===== src/rtl/chm_ram.sv =====
`default_nettype none

module chm_ram #(
   parameter int WIDTH = 8,
   parameter int DEPTH = 16,
   parameter int AW    = 4
) (
   input  wire logic             clock,
   input  wire logic             wr_en,
   input  wire logic [AW-1:0]    wr_addr,
   input  wire logic [WIDTH-1:0] wr_data,
   input  wire logic             rd_en,
   input  wire logic [AW-1:0]    rd_addr,
   output logic      [WIDTH-1:0] rd_data
);

   logic [WIDTH-1:0] ram_ff [DEPTH];
   logic [WIDTH-1:0] rd_data_ff;

   always_ff @(posedge clock) begin
      if (wr_en) begin
         ram_ff[wr_addr] <= wr_data;
      end
      if (rd_en) begin
         rd_data_ff <= ram_ff[rd_addr];
      end
   end

   assign rd_data = rd_data_ff;

endmodule

`default_nettype wire


===== config.mk =====
export PLATFORM = sky130hd
export DESIGN_NAME = chm_ram
export DESIGN_NICKNAME = d
export VERILOG_FILES = /design/src/rtl/chm_ram.sv
export SDC_FILE = /design/constraint.sdc
export NUM_CORES = 1
export LEC_CHECK = 0
export BUFFER_PORTS_ARGS = -buffer_cell sky130_fd_sc_hd__buf_2
export CAP_MARGIN = 20
export CORE_UTILIZATION = 45
export DETAILED_ROUTE_END_ITERATION = 8
export GPL_ROUTABILITY_DRIVEN = 0
export PLACE_DENSITY = 0.7
export SYNTH_ARGS = -nofsm -noshare
export SYNTH_HDL_FRONTEND = slang
export SYNTH_SLANG_ARGS = --single-unit

===== constraint.sdc =====
create_clock -name clock -period 2.3 [get_ports clock]
set_input_delay 0 -clock clock [delete_from_list [all_inputs] [get_ports clock]]
set_output_delay 0 -clock clock [all_outputs]
set_load 0.02 [all_outputs]

==> impl_metrics.prom, run 1 <==
# TYPE chip_impl_metric gauge
chip_impl_metric{name="routed_wire_length_per_instance",unit="um"} 22.23
chip_impl_metric{name="syn-num-nets",unit=""} 248
chip_impl_metric{name="die_w",unit="um"} 109.8
chip_impl_metric{name="grt.overflow.total",unit=""} 0
chip_impl_info{name="layout_commonest_cell",value="sky130_fd_sc_hd__edfxtp_1"} 1
chip_impl_metric{name="filler_cell_count",unit=""} 782
chip_impl_metric{name="r2r_setup_slack",unit="ns"} 0.73
chip_impl_metric{name="ir_drop",unit="mV"} 0.4154
chip_impl_metric{name="coreArea",unit="um2"} 11080
chip_impl_metric{name="timing.hold.worst_path_depth",unit=""} 3
chip_impl_metric{name="cts_max_path_buffers",unit=""} 2
chip_impl_info{name="run_status",value="complete, no violations"} 1
chip_impl_metric{name="die-height",unit="um"} 109.8
chip_impl_metric{name="worst_skew_pair.late_latency",unit="ns"} 0.41
chip_impl_metric{name="power.switching_fraction",unit=""} 0.1917
chip_impl_metric{name="clk_pin_slew",unit="ns"} 0.06
chip_impl_info{name="library_cell_contributing_the_largest_single_delay_on_the_critical_path",value="sky130_fd_sc_hd__mux4_1"} 1
chip_impl_info{name="startpoint_class_of_the_critical_path",value="flop"} 1
chip_impl_metric{name="track_usage",unit=""} 0.1868
chip_impl_metric{name="timing.max_cap.violations",unit=""} 0
chip_impl_metric{name="share_of_cells_above_drive_strength_1",unit=""} 0.2970
chip_impl_metric{name="finClkSkew",unit="ns"} 0.007375
chip_impl_metric{name="timing.final.crit_period",unit="ns"} 1.568
chip_impl_metric{name="yosys_warnings",unit=""} 0
chip_impl_metric{name="hpwlAfterDp",unit="mm"} 6.434
chip_impl_info{name="yosysTopAreaCell",value="sky130_fd_sc_hd__edfxtp_1"} 1
chip_impl_metric{name="cp_slowest_stage_delay",unit="ns"} 0.49
chip_impl_metric{name="insertedDiodeCount",unit=""} 0
chip_impl_metric{name="detail_route.drc_violations",unit=""} 0
chip_impl_info{name="worst_flop_to_flop_path_endpoint",value="rd_data[3]"} 1
chip_impl_metric{name="netlist.area_leader.share",unit=""} 0.7812
chip_impl_metric{name="final_report_setup_violation_count",unit=""} 0
chip_impl_metric{name="clock_power_share",unit=""} 0.472
chip_impl_metric{name="relSlewSlack",unit=""} 0.4353
chip_impl_info{name="hold-path-endpoint",value="ram_ff[0][7]"} 1
chip_impl_info{name="final_cell_mix",value="sky130_fd_sc_hd__edfxtp_1 (136), sky130_fd_sc_hd__buf_2 (26), sky130_fd_sc_hd__mux4_2 (18), sky130_fd_sc_hd__clkbuf_16 (17)"} 1
chip_impl_metric{name="netlist-cell-type-count",unit=""} 18
chip_impl_metric{name="syn_area_cell",unit="um2"} 22.83
chip_impl_metric{name="worst-endpoint-arrival",unit="ns"} 1.71
chip_impl_metric{name="static-leakage-power",unit="nW"} 2.141
chip_impl_info{name="hp-class",value="in2reg"} 1
chip_impl_metric{name="postRouteAntennaNets",unit=""} 0
chip_impl_info{name="rsz0062_at_grt",value="false"} 1
chip_impl_metric{name="critical_path_peak_fanout",unit=""} 1
chip_impl_metric{name="port_buffers",unit=""} 26
chip_impl_metric{name="postLayoutCoreUtil",unit=""} 0.5675
chip_impl_info{name="cts_tree",value="yes"} 1
chip_impl_metric{name="powerDensity",unit="nW/um2"} 928.2
chip_impl_metric{name="via_count",unit=""} 2443
chip_impl_metric{name="reg2reg_depth",unit=""} 3
chip_impl_info{name="min-delay-start",value="wr_addr[0]"} 1
chip_impl_metric{name="design.final.nets",unit=""} 309
chip_impl_metric{name="pre_cts_worst_setup_slack",unit="ns"} 0.5258
chip_impl_metric{name="dr.first_iter.drc_count",unit=""} 170
chip_impl_metric{name="tritoncts_num_sinks",unit=""} 136
chip_impl_metric{name="total_switching_power",unit="mW"} 1.119
chip_impl_metric{name="syn_inst",unit=""} 229
chip_impl_metric{name="finalSetupTns",unit="ns"} 0
chip_impl_metric{name="cts_buffers",unit=""} 17
chip_impl_metric{name="area.growth.synth_to_final",unit="%"} 20.27
chip_impl_metric{name="ioPinCount",unit=""} 27
chip_impl_metric{name="global_route_wire_length_before_repair",unit="mm"} 14.82
chip_impl_metric{name="syn-cell-area",unit="um2"} 5228
chip_impl_info{name="crit_path_cell_trace",value="mux4_1, a22oi_1, nand2_1"} 1
chip_impl_info{name="setup.worst_path.class",value="reg2reg"} 1
chip_impl_metric{name="clock_tree.htree_level_count",unit=""} 4
chip_impl_metric{name="seqCellArea",unit="um2"} 4084
chip_impl_metric{name="number_of_global_route_vias_before_repair",unit=""} 2589
chip_impl_metric{name="finish.instance_area",unit="um2"} 6287
chip_impl_metric{name="floorplan.initialDensity",unit=""} 0.4719
chip_impl_metric{name="tightestPinTransition",unit="ns"} 0.8440
chip_impl_info{name="critPathLaunch",value="ram_ff[0][3]"} 1
chip_impl_metric{name="finalWorstSetupSlack",unit="ns"} 0.7320
chip_impl_info{name="r2r_start",value="ram_ff[0][3]"} 1
chip_impl_info{name="ctsRootBufferMaster",value="sky130_fd_sc_hd__clkbuf_16"} 1
chip_impl_metric{name="post_cts.resized_instances",unit=""} 0
chip_impl_metric{name="sequential_area_share_after_synthesis",unit=""} 0.7812
chip_impl_metric{name="std_cell_rows",unit=""} 38
chip_impl_metric{name="achievable-frequency",unit="MHz"} 637.7
chip_impl_metric{name="maximum_number_of_pins_on_one_net_before_global_route_repair",unit=""} 17
chip_impl_metric{name="multiInputGateArea",unit="um2"} 1057
chip_impl_metric{name="power_frac_seq",unit=""} 0.481
chip_impl_info{name="setup.worst_path.end_class",value="flop"} 1
chip_impl_metric{name="layout_worst_path_cycle_share",unit=""} 0.6818
chip_impl_info{name="cell_types_occupying_the_most_area_after_synthesis",value="sky130_fd_sc_hd__edfxtp_1 (78%), sky130_fd_sc_hd__mux4_2 (7.8%), sky130_fd_sc_hd__mux4_1 (7.0%)"} 1
chip_impl_metric{name="via_per_inst",unit=""} 5.515
chip_impl_metric{name="number_of_cells_in_the_design_after_placement",unit=""} 402
chip_impl_metric{name="design.die.area",unit="um2"} 12050
chip_impl_metric{name="ys_ff_latch",unit=""} 136
chip_impl_metric{name="internal_power",unit="mW"} 4.717
chip_impl_metric{name="finalWirelength",unit="mm"} 9.849
chip_impl_metric{name="grt_antenna_before_repair",unit=""} 0
chip_impl_metric{name="cp_data_required_time",unit="ns"} 2.45
chip_impl_metric{name="instance_area_after_placement",unit="um2"} 5587
chip_impl_metric{name="timing_max_transition_violations_final",unit=""} 0
chip_impl_metric{name="finish.cell_count_without_fillers",unit=""} 443
chip_impl_metric{name="hold_viol_final",unit=""} 0
chip_impl_metric{name="comb_power_share",unit=""} 0.047
chip_impl_metric{name="detailedRoute.firstPassIterationCount",unit=""} 4
==> flip-flops by register name (all words and copies together), names as in the netlist <==
signal and flops:
rd_data 8, ram_ff 128
==> final cells by class <==
class                           count  share of cell area
Timing Repair Buffer               52             0.05731
Clock buffer                       19             0.06886
Sequential cell                   136              0.6496
Tap cell                          140             0.02786
Clock inverter                     13             0.02826
Multi-Input combinational cell     83              0.1682
==> routing by layer <==
| metal | share of wire | vias to the layer above | track usage | routed length, um |
|---|---|---|---|---|
| met1 | 0.42 | 1234 | 0.2372 | 4097 |
| met5 | 0 | - | 0 | 0 |
| met2 | 0.50 | 93 | 0.2924 | 4887 |
| li1 | - | 1107 | - | - |
| met4 | 0.016 | 0 | 0.09429 | 161 |
| met3 | 0.071 | 9 | 0.05691 | 703 |
==> cell families (layout without fill, tap and decap cells) <==
group | count (synthesis) | in the layout | synth area share
muxes | 32 | 32 | 0.1479
buffers and inverters | 10 | 84 | 0.01651
and+or+nand+nor | 35 | 35 | 0.03136
AOI/OAI and AO/OA | 16 | 16 | 0.02298
DFF | 136 | 136 | 0.7812
==> synthesized netlist by cell type, drive strengths merged <==
cell type	count
nand2	9
nor3	4
edfxtp	136
a22oi	16
or3b	1
nor2	13
mux4	32
nand3b	2
and2	1
nor2b	1
and2b	1
buf	7
nand3	1
clkdlybuf4s25	3
nand2b	2
==> stage by stage <==
| stage | hold WS, ns | power (mW) |
|---|---|---|
| CTS | 0.1397 | 5.892 |
| detailed placement | 0.3778 | 3.127 |
| global route | 0.1819 | 6.014 |
| global placement | 0.3755 | 3.117 |
| floorplan | 0.09887 | 3.011 |
| finish | 0.1611 | 5.836 |
==> worst max-delay path by stage <==
stage               slack (ns)  cells after the start            to
floorplan                 0.81                      2  ram_ff[0][0]
global placement          0.53                      5    rd_data[6]
detailed placement        0.53                      5    rd_data[6]
CTS                       0.75                      3    rd_data[3]
global route              0.64                      3    rd_data[2]
finish                    0.73                      3    rd_data[3]
==> power groups by stage <==
| stage | logic, mW | registers [mW] | clock network, mW |
|---|---|---|---|
| 3_5_place_dp | 0.267 | 2.86 | 0 |
| 2_1_floorplan | 0.141 | 2.87 | 0 |
| 3_3_place_gp | 0.259 | 2.86 | 0 |
| 6_report | 0.274 | 2.81 | 2.75 |
| 4_1_cts | 0.279 | 2.81 | 2.80 |
| 5_1_grt | 0.297 | 2.81 | 2.90 |
==> worst max-delay path: cells and delay by family (launching register included) <==
| family | cells | cell delay, ns |
|---|---|---|
| simple gates | 1 | 0.13 |
| compound gates | 1 | 0.32 |
| flops | 1 | 0.36 |
| mux | 1 | 0.49 |
==> timing repair <==
action                    CTS  global route
hold buffers                9             0
hold endpoints to repair  136             0
buffers inserted            0             0
No activity file was read; power rests on OpenSTA's default activity.
==> run 2: changes to the inputs <==
clock period = 1.6 ns   (was 2.3 ns; I/O delays follow)
==> impl_metrics.prom, run 2 (synthesis gave the netlist of run 1 again) <==
# TYPE chip_impl_metric gauge
chip_impl_info{name="ctsRootBufferMaster",value="sky130_fd_sc_hd__clkbuf_16"} 1
chip_impl_metric{name="routed_wire_length_per_instance",unit="um"} 21.07
chip_impl_info{name="worst_flop_to_flop_path_endpoint",value="rd_data[1]"} 1
chip_impl_metric{name="multiInputGateArea",unit="um2"} 1057
chip_impl_metric{name="std_cell_rows",unit=""} 38
chip_impl_metric{name="clk_pin_slew",unit="ns"} 0.06
chip_impl_metric{name="timing_max_transition_violations_final",unit=""} 0
chip_impl_info{name="setup.worst_path.class",value="reg2reg"} 1
chip_impl_metric{name="via_count",unit=""} 2494
chip_impl_metric{name="final_report_setup_violation_count",unit=""} 0
chip_impl_metric{name="tritoncts_num_sinks",unit=""} 136
chip_impl_info{name="min-delay-start",value="wr_addr[0]"} 1
chip_impl_metric{name="share_of_cells_above_drive_strength_1",unit=""} 0.3149
chip_impl_metric{name="area.growth.synth_to_final",unit="%"} 21.09
chip_impl_metric{name="track_usage",unit=""} 0.1768
chip_impl_metric{name="die-height",unit="um"} 109.8
chip_impl_metric{name="global_route_wire_length_before_repair",unit="mm"} 14.48
chip_impl_metric{name="worst-endpoint-arrival",unit="ns"} 1.69
chip_impl_metric{name="internal_power",unit="mW"} 6.616
chip_impl_metric{name="reg2reg_depth",unit=""} 3
chip_impl_info{name="startpoint_class_of_the_critical_path",value="flop"} 1
chip_impl_metric{name="via_per_inst",unit=""} 5.567
chip_impl_metric{name="grt_antenna_before_repair",unit=""} 0
chip_impl_metric{name="layout_worst_path_cycle_share",unit=""} 0.9658
chip_impl_metric{name="timing.max_cap.violations",unit=""} 0
chip_impl_metric{name="grt.overflow.total",unit=""} 0
chip_impl_metric{name="postRouteAntennaNets",unit=""} 0
chip_impl_metric{name="power.switching_fraction",unit=""} 0.1968
chip_impl_metric{name="design.final.nets",unit=""} 315
chip_impl_metric{name="seqCellArea",unit="um2"} 4084
chip_impl_info{name="hold-path-endpoint",value="ram_ff[0][1]"} 1
chip_impl_metric{name="static-leakage-power",unit="nW"} 2.162
chip_impl_metric{name="comb_power_share",unit=""} 0.050
chip_impl_info{name="library_cell_contributing_the_largest_single_delay_on_the_critical_path",value="sky130_fd_sc_hd__mux4_1"} 1
chip_impl_metric{name="largest_register_ffs",unit=""} 128
chip_impl_metric{name="timing.hold.worst_path_depth",unit=""} 3
chip_impl_metric{name="cts_max_path_buffers",unit=""} 2
chip_impl_metric{name="ir_drop",unit="mV"} 0.7314
chip_impl_metric{name="insertedDiodeCount",unit=""} 0
chip_impl_metric{name="critical_path_peak_fanout",unit=""} 1
chip_impl_metric{name="worst_hold_margin",unit="ns"} 0.1733
chip_impl_metric{name="finalSetupTns",unit="ns"} 0
chip_impl_metric{name="hpwlAfterDp",unit="mm"} 6.050
chip_impl_metric{name="floorplan.initialDensity",unit=""} 0.4719
chip_impl_info{name="cts_tree",value="yes"} 1
chip_impl_metric{name="powerDensity",unit="nW/um2"} 1301
chip_impl_metric{name="number_of_global_route_vias_before_repair",unit=""} 2590
chip_impl_metric{name="coreArea",unit="um2"} 11080
chip_impl_metric{name="timing.final.crit_period",unit="ns"} 1.545
chip_impl_info{name="run_status",value="complete, no violations"} 1
chip_impl_metric{name="achievable-frequency",unit="MHz"} 647.1
chip_impl_metric{name="cts_buffers",unit=""} 17
chip_impl_metric{name="relSlewSlack",unit=""} 0.7190
chip_impl_metric{name="cp_slowest_stage_delay",unit="ns"} 0.52
chip_impl_metric{name="r2r_setup_slack",unit="ns"} 0.05
chip_impl_info{name="setup.worst_path.end_class",value="flop"} 1
chip_impl_info{name="layout_commonest_cell",value="sky130_fd_sc_hd__edfxtp_1"} 1
chip_impl_info{name="r2r_start",value="ram_ff[1][1]"} 1
chip_impl_metric{name="filler_cell_count",unit=""} 808
chip_impl_metric{name="finalWirelength",unit="mm"} 9.438
chip_impl_metric{name="detail_route.drc_violations",unit=""} 0
chip_impl_metric{name="finish.instance_area",unit="um2"} 6330
chip_impl_metric{name="die_w",unit="um"} 109.8
chip_impl_info{name="rsz0062_at_grt",value="false"} 1
chip_impl_metric{name="hold_viol_final",unit=""} 0
chip_impl_metric{name="maximum_number_of_pins_on_one_net_before_global_route_repair",unit=""} 33
chip_impl_metric{name="ioPinCount",unit=""} 27
chip_impl_metric{name="tightestPinTransition",unit="ns"} 0.4206
chip_impl_metric{name="total_switching_power",unit="mW"} 1.621
chip_impl_info{name="crit_path_cell_trace",value="mux4_1, a22oi_1, nand2_1"} 1
chip_impl_info{name="largest-register",value="ram_ff"} 1
chip_impl_metric{name="detailedRoute.firstPassIterationCount",unit=""} 4
chip_impl_metric{name="clock_power_share",unit=""} 0.461
chip_impl_metric{name="design.die.area",unit="um2"} 12050
chip_impl_metric{name="worst_skew_pair.late_latency",unit="ns"} 0.40
chip_impl_metric{name="clock_tree.htree_level_count",unit=""} 4
chip_impl_metric{name="dr.first_iter.drc_count",unit=""} 139
chip_impl_info{name="hp-class",value="in2reg"} 1
chip_impl_metric{name="cp_data_required_time",unit="ns"} 1.75
chip_impl_metric{name="postLayoutCoreUtil",unit=""} 0.5714
chip_impl_metric{name="power_frac_seq",unit=""} 0.490
chip_impl_info{name="final_cell_mix",value="sky130_fd_sc_hd__edfxtp_1 (136), sky130_fd_sc_hd__buf_2 (26), sky130_fd_sc_hd__buf_4 (20), sky130_fd_sc_hd__mux4_2 (18), sky130_fd_sc_hd__clkbuf_16 (17)"} 1
chip_impl_metric{name="port_buffers",unit=""} 26
chip_impl_metric{name="finClkSkew",unit="ns"} 0.006174
chip_impl_metric{name="power.total",unit="mW"} 8.237
chip_impl_metric{name="instance_area_after_placement",unit="um2"} 5657
## run 2: worst max path at each step
stage	startpoint	endpoint	slack (ns)	cells after the start
after global placement	rd_addr[0]	rd_data[1]	0.05	5
after global routing	ram_ff[0][1]	rd_data[1]	0.02	3
final	ram_ff[1][1]	rd_data[1]	0.05	3
after detailed placement	rd_addr[0]	rd_data[1]	0.03	5
after floorplan	wr_addr[2]	ram_ff[0][0]	0.11	2
after CTS	ram_ff[0][1]	rd_data[1]	0.07	3
## run 2: cell type report
cell class / instances / area share
Clock buffer: 17 / 0.06721
Clock inverter: 14 / 0.02491
Multi-Input combinational cell: 83 / 0.1670
Sequential cell: 136 / 0.6452
Tap cell: 140 / 0.02767
Timing Repair Buffer: 58 / 0.06800
## run 2: worst max-delay path: cells and delay by family (launching register included)
family,cells,cell delay (ns)
AO/OA/AOI/OAI,1,0.32
multiplexers,1,0.52
AND/OR/NAND/NOR,1,0.09
flip-flops,1,0.36
## run 2: through the flow
| stage | setup WS [ns] | instances |
|---|---|---|
| floorplan | 0.1071 | 229 |
| global placement | 0.05385 | 408 |
| detailed placement | 0.02720 | 408 |
| CTS | 0.07445 | 448 |
| global route | 0.01598 | 448 |
| finish | 0.05473 | 448 |
## run 2: routing by layer
metal	vias to the layer above	track usage	share of wire
met5	-	0	0
met4	0	0.08952	0.012
met3	8	0.03557	0.036
met2	76	0.2826	0.50
met1	1292	0.2313	0.45
li1	1118	-	-
## run 2: power by group through the flow
stage	sequential (mW)	clock, mW	combinational [mW]
detailed placement	4.11	0	0.395
global route	4.04	4.00	0.444
floorplan	4.13	0	0.203
global placement	4.10	0	0.385
CTS	4.04	3.83	0.414
finish	4.03	3.79	0.408
## run 2: repair_timing
item,CTS,global route
buffers inserted,0,0
hold endpoints to repair,136,0
gates resized for setup,0,0
hold buffers,9,0
==> run 3: changes to the inputs <==
ABC_CLOCK_PERIOD_IN_PS = 1600   (was not set)
CELL_PAD_IN_SITES_DETAIL_PLACEMENT = 1   (was not set)
CELL_PAD_IN_SITES_GLOBAL_PLACEMENT = 1   (was not set)
GPL_TIMING_DRIVEN = 0   (was not set)
PLACE_DENSITY = 0.76   (was 0.7)
==> impl_metrics.prom, run 3 (synthesis gave the netlist of run 1 again) <==
# TYPE chip_impl_metric gauge
chip_impl_metric{name="cp_slowest_stage_delay",unit="ns"} 0.51
chip_impl_metric{name="area.growth.synth_to_final",unit="%"} 19.10
chip_impl_metric{name="layout_worst_path_cycle_share",unit=""} 0.9541
chip_impl_metric{name="track_usage",unit=""} 0.2116
chip_impl_info{name="largest-register",value="ram_ff"} 1
chip_impl_metric{name="timing.max_cap.violations",unit=""} 0
chip_impl_metric{name="tightestPinTransition",unit="ns"} 0.8514
chip_impl_metric{name="finish.cell_count_without_fillers",unit=""} 435
chip_impl_metric{name="share_of_cells_above_drive_strength_1",unit=""} 0.2983
chip_impl_metric{name="insertedDiodeCount",unit=""} 0
chip_impl_info{name="endpoint",value="rd_data[4]"} 1
chip_impl_metric{name="number_of_global_route_vias_before_repair",unit=""} 2552
chip_impl_metric{name="maximum_number_of_pins_on_one_net_before_global_route_repair",unit=""} 17
chip_impl_info{name="ctsRootBufferMaster",value="sky130_fd_sc_hd__clkbuf_16"} 1
chip_impl_metric{name="clock_tree.htree_level_count",unit=""} 4
chip_impl_info{name="r2r_start",value="ram_ff[8][4]"} 1
chip_impl_info{name="cts_tree",value="yes"} 1
chip_impl_metric{name="floorplan.initialDensity",unit=""} 0.4719
chip_impl_metric{name="grt.overflow.total",unit=""} 0
chip_impl_metric{name="hpwlAfterDp",unit="mm"} 6.980
chip_impl_info{name="library_cell_contributing_the_largest_single_delay_on_the_critical_path",value="sky130_fd_sc_hd__mux4_2"} 1
chip_impl_info{name="run_status",value="complete, no violations"} 1
chip_impl_metric{name="timing.final.crit_period",unit="ns"} 1.527
chip_impl_metric{name="dr.first_iter.drc_count",unit=""} 153
chip_impl_metric{name="port_buffers",unit=""} 25
chip_impl_info{name="startpoint_class_of_the_critical_path",value="flop"} 1
chip_impl_metric{name="die-height",unit="um"} 109.8
chip_impl_info{name="rsz0062_at_grt",value="false"} 1
chip_impl_metric{name="tritoncts_num_sinks",unit=""} 136
chip_impl_metric{name="design.die.area",unit="um2"} 12050
chip_impl_metric{name="finalWirelength",unit="mm"} 11.20
chip_impl_info{name="layout_commonest_cell",value="sky130_fd_sc_hd__edfxtp_1"} 1
chip_impl_metric{name="design.final.nets",unit=""} 301
chip_impl_metric{name="via_count",unit=""} 2492
chip_impl_metric{name="largest_register_ffs",unit=""} 128
chip_impl_metric{name="postRouteAntennaNets",unit=""} 0
chip_impl_metric{name="ioPinCount",unit=""} 27
chip_impl_info{name="hp-class",value="in2reg"} 1
chip_impl_metric{name="global_route_wire_length_before_repair",unit="mm"} 16.65
chip_impl_metric{name="static-leakage-power",unit="nW"} 2.099
chip_impl_info{name="setup.worst_path.class",value="reg2reg"} 1
chip_impl_metric{name="achievable-frequency",unit="MHz"} 655.0
chip_impl_metric{name="cts_buffers",unit=""} 17
chip_impl_metric{name="finClkSkew",unit="ns"} 0.004482
chip_impl_metric{name="r2r_setup_slack",unit="ns"} 0.07
chip_impl_metric{name="detailedRoute.firstPassIterationCount",unit=""} 4
chip_impl_metric{name="clk_pin_slew",unit="ns"} 0.06
chip_impl_metric{name="timing_max_transition_violations_final",unit=""} 0
chip_impl_metric{name="filler_cell_count",unit=""} 958
chip_impl_metric{name="relSlewSlack",unit=""} 0.4303
chip_impl_metric{name="ir_drop",unit="mV"} 0.6053
chip_impl_metric{name="coreArea",unit="um2"} 11080
chip_impl_metric{name="reg2reg_depth",unit=""} 3
chip_impl_metric{name="worst_skew_pair.late_latency",unit="ns"} 0.40
chip_impl_info{name="final_cell_mix",value="sky130_fd_sc_hd__edfxtp_1 (136), sky130_fd_sc_hd__buf_2 (31), sky130_fd_sc_hd__mux4_2 (19), sky130_fd_sc_hd__clkbuf_16 (17), sky130_fd_sc_hd__a22oi_1 (14)"} 1
chip_impl_info{name="critPathLaunch",value="ram_ff[8][4]"} 1
chip_impl_metric{name="powerDensity",unit="nW/um2"} 1374
chip_impl_metric{name="routed_wire_length_per_instance",unit="um"} 25.75
chip_impl_info{name="worst_flop_to_flop_path_endpoint",value="rd_data[4]"} 1
chip_impl_metric{name="std_cell_rows",unit=""} 38
chip_impl_metric{name="grt_antenna_before_repair",unit=""} 0
chip_impl_metric{name="hold_viol_final",unit=""} 0
chip_impl_metric{name="via_per_inst",unit=""} 5.729
chip_impl_metric{name="worst-endpoint-arrival",unit="ns"} 1.67
chip_impl_metric{name="power.total",unit="mW"} 8.557
chip_impl_metric{name="cts_max_path_buffers",unit=""} 2
chip_impl_metric{name="detail_route.drc_violations",unit=""} 0
chip_impl_info{name="setup.worst_path.end_class",value="flop"} 1
chip_impl_metric{name="critical_path_peak_fanout",unit=""} 1
chip_impl_metric{name="die_w",unit="um"} 109.8
chip_impl_metric{name="final_report_setup_violation_count",unit=""} 0
chip_impl_info{name="crit_path_cell_trace",value="mux4_2, a22oi_1, nand2_1"} 1
chip_impl_metric{name="number_of_cells_in_the_design_after_placement",unit=""} 398
chip_impl_metric{name="cp_data_required_time",unit="ns"} 1.74
==> run 3: timing repair <==
action | in CTS | in global routing
buffers inserted | 0 | 0
resized for setup | 1 | 2
endpoints found under the setup margin | 1 | 2
hold buffers | 5 | 0
hold endpoints to repair | 52 | 0
==> run 3: final cells by class <==
type                            count  area, um2  share of cell area
Sequential cell                   136       4084              0.6559
Tap cell                          140      175.2             0.02814
Multi-Input combinational cell     83       1064              0.1708
Clock inverter                     10      175.2             0.02814
Buffer                             10      86.33             0.01387
Clock buffer                       22      444.2             0.07134
Timing Repair Buffer               34      197.7             0.03175
==> run 3: worst min-delay path by stage <==
| stage | start | endpoint | slack [ns] | depth (start not counted) |
|---|---|---|---|---|
| final | wr_data[3] | ram_ff[12][3] | 0.01 | 1 |
| after global routing | wr_data[6] | ram_ff[6][6] | 0.02 | 1 |
| after CTS | wr_data[3] | ram_ff[12][3] | 0.002 | 1 |
| after detailed placement | rd_en | rd_data[6] | 0.36 | 1 |
| after global placement | rd_en | rd_data[7] | 0.33 | 1 |
| after floorplan | wr_data[0] | ram_ff[0][0] | 0.1 | 0 |
==> run 3: report_power, final <==
group | total [mW] | leakage, nW | internal, mW | switching [mW]
clock | 4.10 | 0.306 | 2.75 | 1.35
sequential | 4.04 | 1.24 | 4.02 | 0.0219
combinational | 0.418 | 0.557 | 0.166 | 0.252
==> run 3: metrics by stage <==
stage / TNS, ns / hold slack [ns] / utilization / area, um2 / setup WS [ns]
6_report: 0 / 0.01081 / 0.5620 / 6226 / 0.07338
5_1_grt: 0 / 0.01519 / 0.5620 / 6226 / 0.01207
4_1_cts: 0 / 0.001737 / 0.5619 / 6225 / 0.01822
3_5_place_dp: -3.773 / 0.3612 / 0.5010 / 5550 / -0.2673
3_3_place_gp: -7.642 / 0.3301 / 0.4990 / 5528 / -0.4834
2_1_floorplan: 0 / 0.09887 / - / 5228 / 0.1071
==> run 3: metal layers <==
layer / up-vias / global-route usage / part of all wire
met3: 8 / 0.04446 / 0.064
met4: 0 / 0.07714 / 0.0097
li1: 1085 / - / -
met1: 1304 / 0.2867 / 0.42
met5: - / 0 / 0
met2: 95 / 0.3402 / 0.50
==> run 3: critical path, delay by kind of cell, from the launching register on <==
family / cells / cell delay, ns
muxes: 1 / 0.51
DFF: 1 / 0.42
AOI/OAI and AO/OA: 1 / 0.23
and+or+nand+nor: 1 / 0.11
